<file path="src/rtl/sarcl_pkg.sv">
// Package for the set-associative read cache with LRU replacement.
// Holds field widths, request and size codes, register indexes and defaults.
// No dependencies.
package sarcl_pkg;

  localparam int ADDR_W      = 9;
  localparam int WORD_W      = 32;
  localparam int LINE_BYTES  = 8;
  localparam int LINE_W      = 8 * LINE_BYTES;
  localparam int OFF_W       = 3;
  localparam int BLOCK_W     = ADDR_W - OFF_W;
  localparam int TAG_W       = 6;
  localparam int SIZE_W      = 2;
  localparam int COST_W      = 8;
  localparam int CFG_IDX_W   = 1;

  localparam int NUM_SETS_DEF  = 2;
  localparam int NUM_WAYS_DEF  = 2;
  localparam int MEM_WORDS_DEF = 128;

  localparam logic REQ_PRELOAD = 1'b0;
  localparam logic REQ_READ    = 1'b1;

  localparam logic [SIZE_W-1:0] SIZE_BYTE = 2'd0;
  localparam logic [SIZE_W-1:0] SIZE_HALF = 2'd1;

  localparam logic [CFG_IDX_W-1:0] CFG_CACHE_COST = 1'b0;
  localparam logic [CFG_IDX_W-1:0] CFG_MEM_COST   = 1'b1;

  localparam logic [COST_W-1:0] CACHE_COST_RST = 8'd1;
  localparam logic [COST_W-1:0] MEM_COST_RST   = 8'd100;

endpackage

</file>
<file path="src/rtl/set_assoc_read_cache_lru_core.sv">
// Top level of the set-associative read cache with LRU replacement.
// Depends on sarcl_pkg for widths, codes and default parameters.
//
// The block takes one item per clock (busy_o never rises). Each item passes a read
// stage, which reads both words of the addressed block from the backing memory,
// which has one write port and two read ports with registered data, then a lookup
// stage, which looks up the tags, picks the victim way and updates the line, its
// stamp and the counters while the result is registered. done_o marks each result for
// exactly one cycle and cannot be held off, so the receiver must take it then.
// A preload writes its word at the transfer edge, so a read that follows in the
// next cycle already sees it. No clearing pass runs after reset. Configuration
// writes are always taken; write them only while no item is in flight.
module set_assoc_read_cache_lru_core #(
  parameter int NUM_SETS  = sarcl_pkg::NUM_SETS_DEF,
  parameter int NUM_WAYS  = sarcl_pkg::NUM_WAYS_DEF,
  parameter int MEM_WORDS = sarcl_pkg::MEM_WORDS_DEF
) (
  input  logic                               clk_i,
  input  logic                               rst_ni,
  input  logic                               start_i,
  output logic                               busy_o,
  input  logic                               req_type_i,
  input  logic [sarcl_pkg::ADDR_W-1:0]       byte_address_i,
  input  logic [sarcl_pkg::SIZE_W-1:0]       access_size_i,
  input  logic [sarcl_pkg::WORD_W-1:0]       preload_word_i,
  output logic                               done_o,
  output logic [sarcl_pkg::WORD_W-1:0]       read_data_o,
  output logic                               was_hit_o,
  output logic [sarcl_pkg::WORD_W-1:0]       hit_total_o,
  output logic [sarcl_pkg::WORD_W-1:0]       miss_total_o,
  output logic [sarcl_pkg::WORD_W-1:0]       byte_total_o,
  output logic [sarcl_pkg::WORD_W-1:0]       cycle_total_o,
  input  logic                               cfg_valid_i,
  output logic                               cfg_ready_o,
  input  logic [sarcl_pkg::CFG_IDX_W-1:0]    cfg_index_i,
  input  logic [sarcl_pkg::COST_W-1:0]       cfg_data_i
);

  localparam int WordW   = sarcl_pkg::WORD_W;
  localparam int LineW   = sarcl_pkg::LINE_W;
  localparam int TagW    = sarcl_pkg::TAG_W;
  localparam int BlockW  = sarcl_pkg::BLOCK_W;
  localparam int OffW    = sarcl_pkg::OFF_W;
  localparam int SizeW   = sarcl_pkg::SIZE_W;
  localparam int CostW   = sarcl_pkg::COST_W;
  localparam int WidxW   = sarcl_pkg::ADDR_W - 2;
  localparam int NumBlk  = 1 << BlockW;
  localparam int NumWidx = 1 << WidxW;
  localparam int SetW    = (NUM_SETS > 1) ? $clog2(NUM_SETS) : 1;
  localparam int WayW    = (NUM_WAYS > 1) ? $clog2(NUM_WAYS) : 1;
  localparam int MemAw   = $clog2(MEM_WORDS);

  typedef struct packed {
    logic             req;
    logic [OffW-1:0]  off;
    logic [SizeW-1:0] size;
    logic [SetW-1:0]  set;
    logic [TagW-1:0]  tag;
  } s1_item_t;

  // ---------------------------------------------------------------- config
  logic [CostW-1:0] cache_cost_q, mem_cost_q;

  assign cfg_ready_o = 1'b1;

  always_ff @(posedge clk_i or negedge rst_ni) begin
    if (!rst_ni) begin
      cache_cost_q <= sarcl_pkg::CACHE_COST_RST;
      mem_cost_q   <= sarcl_pkg::MEM_COST_RST;
    end else if (cfg_valid_i && cfg_ready_o) begin
      unique case (cfg_index_i)
        sarcl_pkg::CFG_CACHE_COST: cache_cost_q <= cfg_data_i;
        sarcl_pkg::CFG_MEM_COST:   mem_cost_q   <= cfg_data_i;
        default: ;
      endcase
    end
  end

  // ---------------------------------------------------------------- tables
  // Set and tag of each block number, and word index modulo the memory depth.
  logic [SetW-1:0]  set_lut  [NumBlk];
  logic [TagW-1:0]  tag_lut  [NumBlk];
  logic [MemAw-1:0] widx_lut [NumWidx];

  for (genvar b = 0; b < NumBlk; b++) begin : g_blk_lut
    assign set_lut[b] = SetW'(b % NUM_SETS);
    assign tag_lut[b] = TagW'(b / NUM_SETS);
  end

  for (genvar i = 0; i < NumWidx; i++) begin : g_widx_lut
    assign widx_lut[i] = MemAw'(i % MEM_WORDS);
  end

  // ---------------------------------------------------------------- stage 0
  logic              accept;
  logic [BlockW-1:0] in_block;
  logic [MemAw-1:0]  wr_idx, rd0_idx, rd1_idx;

  assign busy_o   = 1'b0;
  assign accept   = start_i && !busy_o;
  assign in_block = byte_address_i[sarcl_pkg::ADDR_W-1:OffW];
  assign wr_idx   = widx_lut[byte_address_i[sarcl_pkg::ADDR_W-1:2]];
  assign rd0_idx  = widx_lut[{in_block, 1'b0}];
  assign rd1_idx  = widx_lut[{in_block, 1'b1}];

  logic [WordW-1:0] mem [MEM_WORDS];
  logic [WordW-1:0] rd0_q, rd1_q;

  always_ff @(posedge clk_i) begin
    if (accept && req_type_i == sarcl_pkg::REQ_PRELOAD) begin
      mem[wr_idx] <= preload_word_i;
    end
    if (accept && req_type_i == sarcl_pkg::REQ_READ) begin
      rd0_q <= mem[rd0_idx];
      rd1_q <= mem[rd1_idx];
    end
  end

  logic     s1_valid_q;
  s1_item_t s1_q;

  always_ff @(posedge clk_i or negedge rst_ni) begin
    if (!rst_ni) begin
      s1_valid_q <= 1'b0;
    end else begin
      s1_valid_q <= accept;
    end
  end

  always_ff @(posedge clk_i) begin
    if (accept) begin
      s1_q.req  <= req_type_i;
      s1_q.off  <= byte_address_i[OffW-1:0];
      s1_q.size <= access_size_i;
      s1_q.set  <= set_lut[in_block];
      s1_q.tag  <= tag_lut[in_block];
    end
  end

  // ---------------------------------------------------------------- lines
  logic [NUM_WAYS-1:0] valid_q [NUM_SETS];
  logic [TagW-1:0]     tag_q   [NUM_SETS][NUM_WAYS];
  logic [WordW-1:0]    stamp_q [NUM_SETS][NUM_WAYS];
  logic [LineW-1:0]    line_q  [NUM_SETS][NUM_WAYS];
  logic [WordW-1:0]    access_stamp_q;

  // ---------------------------------------------------------------- stage 1
  logic                s1_read;
  logic [NUM_WAYS-1:0] hit_vec, oldest;
  logic                hit;
  logic                free_found;
  logic [WayW-1:0]     hit_way, victim, way;
  logic [LineW-1:0]    line_sel, line_shift;
  logic [OffW-1:0]     off;
  logic [WordW-1:0]    mask, data;
  logic [2:0]          nbytes;
  logic [WordW-1:0]    stamp_new;

  assign s1_read   = s1_valid_q && s1_q.req == sarcl_pkg::REQ_READ;
  assign stamp_new = access_stamp_q + WordW'(1);

  // Way w is oldest if strictly below every lower way and not above any higher one.
  always_comb begin
    for (int w = 0; w < NUM_WAYS; w++) begin
      hit_vec[w] = valid_q[s1_q.set][w] && tag_q[s1_q.set][w] == s1_q.tag;
      oldest[w]  = 1'b1;
      for (int v = 0; v < NUM_WAYS; v++) begin
        if (v < w && !(stamp_q[s1_q.set][w] < stamp_q[s1_q.set][v])) begin
          oldest[w] = 1'b0;
        end
        if (v > w && stamp_q[s1_q.set][v] < stamp_q[s1_q.set][w]) begin
          oldest[w] = 1'b0;
        end
      end
    end
  end

  always_comb begin
    hit        = 1'b0;
    hit_way    = '0;
    free_found = 1'b0;
    victim     = '0;
    for (int w = 0; w < NUM_WAYS; w++) begin
      if (hit_vec[w] && !hit) begin
        hit     = 1'b1;
        hit_way = WayW'(w);
      end
      if (!valid_q[s1_q.set][w] && !free_found) begin
        free_found = 1'b1;
        victim     = WayW'(w);
      end
    end
    if (!free_found) begin
      for (int w = 0; w < NUM_WAYS; w++) begin
        if (oldest[w]) begin
          victim = WayW'(w);
        end
      end
    end
  end

  assign way      = hit ? hit_way : victim;
  assign line_sel = hit ? line_q[s1_q.set][hit_way] : {rd1_q, rd0_q};

  always_comb begin
    unique case (s1_q.size)
      sarcl_pkg::SIZE_BYTE: begin
        off    = s1_q.off;
        mask   = WordW'(8'hFF);
        nbytes = 3'd1;
      end
      sarcl_pkg::SIZE_HALF: begin
        off    = {s1_q.off[2:1], 1'b0};
        mask   = WordW'(16'hFFFF);
        nbytes = 3'd2;
      end
      default: begin
        off    = {s1_q.off[2], 2'b00};
        mask   = '1;
        nbytes = 3'd4;
      end
    endcase
  end

  assign line_shift = line_sel >> {off, 3'b000};
  assign data       = line_shift[WordW-1:0] & mask;

  always_ff @(posedge clk_i or negedge rst_ni) begin
    if (!rst_ni) begin
      for (int s = 0; s < NUM_SETS; s++) begin
        valid_q[s] <= '0;
      end
      access_stamp_q <= '0;
    end else if (s1_read) begin
      access_stamp_q <= stamp_new;
      if (!hit) begin
        valid_q[s1_q.set][way] <= 1'b1;
      end
    end
  end

  always_ff @(posedge clk_i) begin
    if (s1_read) begin
      stamp_q[s1_q.set][way] <= stamp_new;
      if (!hit) begin
        tag_q[s1_q.set][way]  <= s1_q.tag;
        line_q[s1_q.set][way] <= {rd1_q, rd0_q};
      end
    end
  end

  // ---------------------------------------------------------------- results
  logic done_q;

  always_ff @(posedge clk_i or negedge rst_ni) begin
    if (!rst_ni) begin
      done_q        <= 1'b0;
      hit_total_o   <= '0;
      miss_total_o  <= '0;
      byte_total_o  <= '0;
      cycle_total_o <= '0;
    end else begin
      done_q <= s1_valid_q;
      if (s1_read) begin
        byte_total_o <= byte_total_o + WordW'(nbytes);
        if (hit) begin
          hit_total_o   <= hit_total_o + WordW'(1);
          cycle_total_o <= cycle_total_o + WordW'(cache_cost_q);
        end else begin
          miss_total_o  <= miss_total_o + WordW'(1);
          cycle_total_o <= cycle_total_o + WordW'(cache_cost_q) + WordW'(mem_cost_q);
        end
      end
    end
  end

  // Preloads report zero data and no hit.
  always_ff @(posedge clk_i) begin
    if (s1_valid_q) begin
      read_data_o <= s1_read ? data : '0;
      was_hit_o   <= s1_read && hit;
    end
  end

  assign done_o = done_q;

  // ---------------------------------------------------------------- checks
  a_done_follows: assert property (@(posedge clk_i) disable iff (!rst_ni)
    accept |-> ##2 done_o)
    else $error("transfer without a result two cycles later");

  a_one_hit_way: assert property (@(posedge clk_i) disable iff (!rst_ni)
    s1_read |-> $onehot0(hit_vec))
    else $error("more than one way matches the tag");

  a_hit_count: assert property (@(posedge clk_i) disable iff (!rst_ni)
    done_o && was_hit_o |->
      hit_total_o == $past(hit_total_o) + WordW'(1) && $stable(miss_total_o))
    else $error("hit counters out of step");

  a_counters_hold: assert property (@(posedge clk_i) disable iff (!rst_ni)
    !done_o |-> $stable(cycle_total_o) && $stable(byte_total_o))
    else $error("counter moved without a result");

endmodule

</file>
<file path="config.mk">
export PLATFORM = sky130hd
export DESIGN_NAME = set_assoc_read_cache_lru_core
export DESIGN_NICKNAME = d
export VERILOG_FILES = /design/src/rtl/sarcl_pkg.sv /design/src/rtl/set_assoc_read_cache_lru_core.sv
export SDC_FILE = /design/constraint.sdc
export NUM_CORES = 2
export LEC_CHECK = 0
export ABC_AREA = 1
export BUFFER_PORTS_ARGS = -buffer_cell sky130_fd_sc_hd__buf_2
export CAP_MARGIN = 0
export CORE_MARGIN = 2
export CORE_UTILIZATION = 34
export CTS_BUF_LIST = sky130_fd_sc_hd__clkbuf_16
export DETAILED_ROUTE_END_ITERATION = 7
export MAX_ROUTING_LAYER = met4
export PLACE_DENSITY = 0.57
export SKIP_CTS_REPAIR_TIMING = 1
export SLEW_MARGIN = 20
export SYNTH_ARGS = -nofsm -noshare
export SYNTH_HDL_FRONTEND = slang
export SYNTH_MEMORY_MAX_BITS = 65536
export SYNTH_SLANG_ARGS = --single-unit
</file>
<file path="constraint.sdc">
create_clock -name clk_i -period 5 [get_ports clk_i]
set_input_delay 0 -clock clk_i [delete_from_list [all_inputs] [get_ports clk_i]]
set_output_delay 0 -clock clk_i [all_outputs]
set_load 0.01 [all_outputs]
</file>
==> qor.csv <==
stage;metric;value;unit
synthesis;yosysTopAreaCellShare;0.756;
pwr;irDropWorstVdd;0.000347;V
detailed_routing;drt_wl_total;605000;um
critical_path;worstSetupStartpointType;flip-flop;
timing;hold_viol_final;1;
detailed_routing;vias;114000;
place;gp_congestion;0.919;
synthesis;synth_edf_count;4609;
timing;max_freq;233;MHz
critical_path;reg2reg_depth;11;
clock_tree;clock_path_buffers;4;
pwr;leakagePower;71.2;nW
timing;tns;0;ps
job;maxCapViolations;0;
floorplanning;die_height;738;um
place;dp_hpwl;370000;um
timing;setup_viol;0;
worst_hold_path;hold_path.class;in2reg;
synthesis;yosysSeqAreaShare;0.781;
timing;skew;112;ps
global_routing;overflow;0;
synthesis;netlist_instances;12000;
pwr;swShare;0.238;
clock_tree;cts_made_buffers;467;
detailed_routing;via_per_inst;5.62;
finish;instances_no_fill;20300;
synthesis;ys.flop_type;edfxtp_1;
pwr;pwr-share-comb;0.074;
floorplanning;fp-row-count;269;
synthesis;synth_nets;12100;
pwr;p_int;65.3;mW
global_routing;grt_pass1_wl;839000;um
synthesis;yosys.cell_types.count;58;
critical_path;regToRegStartpoint;s1_q[6];
critical_path;required;5710;ps
synthesis;yosysTopAreaCell;edfxtp_1;
timing;finalMaxSlewViolations;0;
global_routing;antenna_found_initial;73;
floorplanning;dieArea;544000;um^2
clock_tree;clock_latency;1060;ps
worst_hold_path;hold_end;s1_valid_q;
synthesis;yosys_register_bits;4791;
critical_path;path_class;reg2reg;
clock_tree;clockRootBuffer;clkbuf_16;
global_routing;grt_pass1_vias;106000;
run_status;status;complete, but fails checks;
critical_path;worst_setup_path_end_kind;flip-flop;
global_routing;grt_usage;0.221;
floorplanning;core;536000;um^2
timing;tightest_slew;1210;ps
place;dp.cells;19300;
pwr;cellPowerDensity;401;nW/um^2
synthesis;netlist_top_cells_count;edfxtp_1, nand2_1, a22oi_1, a21oi_1, clkbuf_1;
floorplanning;initial_utilization;0.341;
timing;layout_min_cycle_time;4290;ps
timing;holdWs;-0.193;ps
synthesis;syn_avg_cell_area;15.3;um^2
clock_tree;h-tree-depth;5;
timing;rsz0062_at_grt;no;
clock_tree;cts_sinks;4791;
critical_path;timing.rr.end;line_q[1][54];
worst_hold_path;hold_depth;2;
detailed_routing;drt_iter0_markers;16600;
synthesis;synth_most_common_cell;edfxtp_1;
synthesis;ys_warn_count;0;
synthesis;postSynth.asyncResetShare;0.0380;
pwr;p_switching;20.4;mW
global_routing;grt_max_degree;134;
detailed_routing;drc_errors;0;
synthesis;synthTopCellsByArea;edfxtp_1, a22oi_1, nand2_1;
place;io_buffers;218;
floorplanning;boundaryPins;221;
run_status;violations;hold timing;
clock_tree;clk_pin_slew;70;ps
synthesis;synth_area;183000;um^2
pwr;seqPwrFrac;0.523;
critical_path;cp_max_fo;43;
critical_path;cp.arrival;5000;ps
finish;syn2layout_area_growth;16.8;%
pwr;clockPowerShare;0.403;
timing;max-slew-margin-rel;0.191;
detailed_routing;ant_nets;0;
floorplanning;die_width;738;um
finish;drive_above_1_share;0.136;
critical_path;ff2ff_setup_slack;710;ps
finish;nFillCells;49200;
worst_hold_path;min_from;start_i;
detailed_routing;wl_per_cell;29.8;um
finish;fin_nets;12800;
detailed_routing;drtPass1Iterations;8;
timing;post-route-period-util;0.858;
clock_tree;cts_tree;built;
[sequential cells by signal (all words and copies together), names as in the netlist, 12 cells and up]
register        cells
hit_total_o        32
mem              4096
byte_total_o       32
cycle_total_o      32
access_stamp_q     32
read_data_o        32
stamp_q           128
rd1_q              32
miss_total_o       32
s1_q               12
tag_q              20
line_q            256
rd0_q              32
[metal layers]
| layer | track usage | vias to the layer above | share of wire |
|---|---|---|---|
| li1 | - | 48200 | - |
| met1 | 0.298 | 58800 | 0.40 |
| met2 | 0.337 | 6205 | 0.46 |
| met3 | 0.0468 | 917 | 0.11 |
| met4 | 0.0638 | 0 | 0.034 |
| met5 | - | - | 0 |
[logic make-up (layout without fill, tap and decap cells)]
| logic type | count (synthesis) | after routing | share of synthesized area |
|---|---|---|---|
| flip-flops | 4791 | 4791 | 0.781 |
| AND/OR/NAND/NOR | 2982 | 2982 | 0.0683 |
| AO/OA/AOI/OAI | 2877 | 2877 | 0.111 |
| buffers and inverters | 985 | 2106 | 0.0214 |
| XOR/XNOR | 136 | 136 | 0.00651 |
| multiplexers | 131 | 131 | 0.00717 |
| adder cells (fa/ha/maj) | 56 | 56 | 0.00395 |
| other | 2 | 43 | 0.0000410 |
[worst max path at each step]
| stage | cells after the start | slack [ps] | from | endpoint |
|---|---|---|---|---|
| final | 11 | 710 | s1_q[6] | line_q[1][54] |
| after global routing | 11 | 410 | s1_q[6] | line_q[1][54] |
| after CTS | 11 | 620 | s1_q[6] | line_q[1][54] |
| after detailed placement | 11 | 650 | s1_q[6] | line_q[1][45] |
| after global placement | 11 | 600 | s1_q[6] | line_q[1][45] |
| after floorplan | 22 | 220 | s1_q[6] | line_q[0][0] |
[final cells by class]
class	instances	area [um^2]	share of cell area
antenna	41	103	0.000480
clock buffer	469	11700	0.0549
clock inverter	400	3160	0.0148
inverter	293	1120	0.00526
multi-input combinational	6184	37300	0.175
sequential	4791	143000	0.669
tap	7181	8980	0.0420
timing repair buffer	944	8320	0.0389
[worst max-delay path, stage by stage, from the launching register on]
cell,delay [ps]
edfxtp_1,440
inv_2,700
nand2_1,180
nand3_1,120
nand2_1,70
nor2_1,140
nand3_2,380
nand2_2,600
nand2_1,210
nand3_1,150
clkinv_2,530
buf_4,460
[cell usage in the layout, fill, tap and decap left out, types with 312 or more instances in the layout]
cell type,instances
a21oi_1,549
a221oi_1,400
a22o_1,312
a22oi_1,1079
buf_4,563
clkbuf_16,469
edfxtp_1,4609
inv_1,371
nand2_1,1866
nand3_1,326
[power groups by stage]
stage | Clock, mW | Sequential [mW] | Combinational, mW
CTS | 34.9 | 44.8 | 6.18
global route | 36.4 | 44.8 | 6.75
detailed placement | 0 | 45.7 | 6.15
finish | 34.6 | 44.8 | 6.32
global placement | 0 | 45.6 | 6.11
floorplan | 0 | 45.6 | 3.01
[per-stage QoR]
stage / util / instance area (um^2) / hold WS, ps / setup slack, ps / power, mW
floorplan: - / 183000 / -296 / 215 / 48.6
global placement: 0.369 / 198000 / 125 / 596 / 51.8
detailed placement: 0.369 / 198000 / 120 / 651 / 51.8
CTS: 0.397 / 213000 / -991 / 621 / 85.9
global route: 0.398 / 214000 / -3.95 / 411 / 88.0
finish: 0.398 / 214000 / -0.193 / 711 / 85.7
Power figures use the tool's default switching activity.
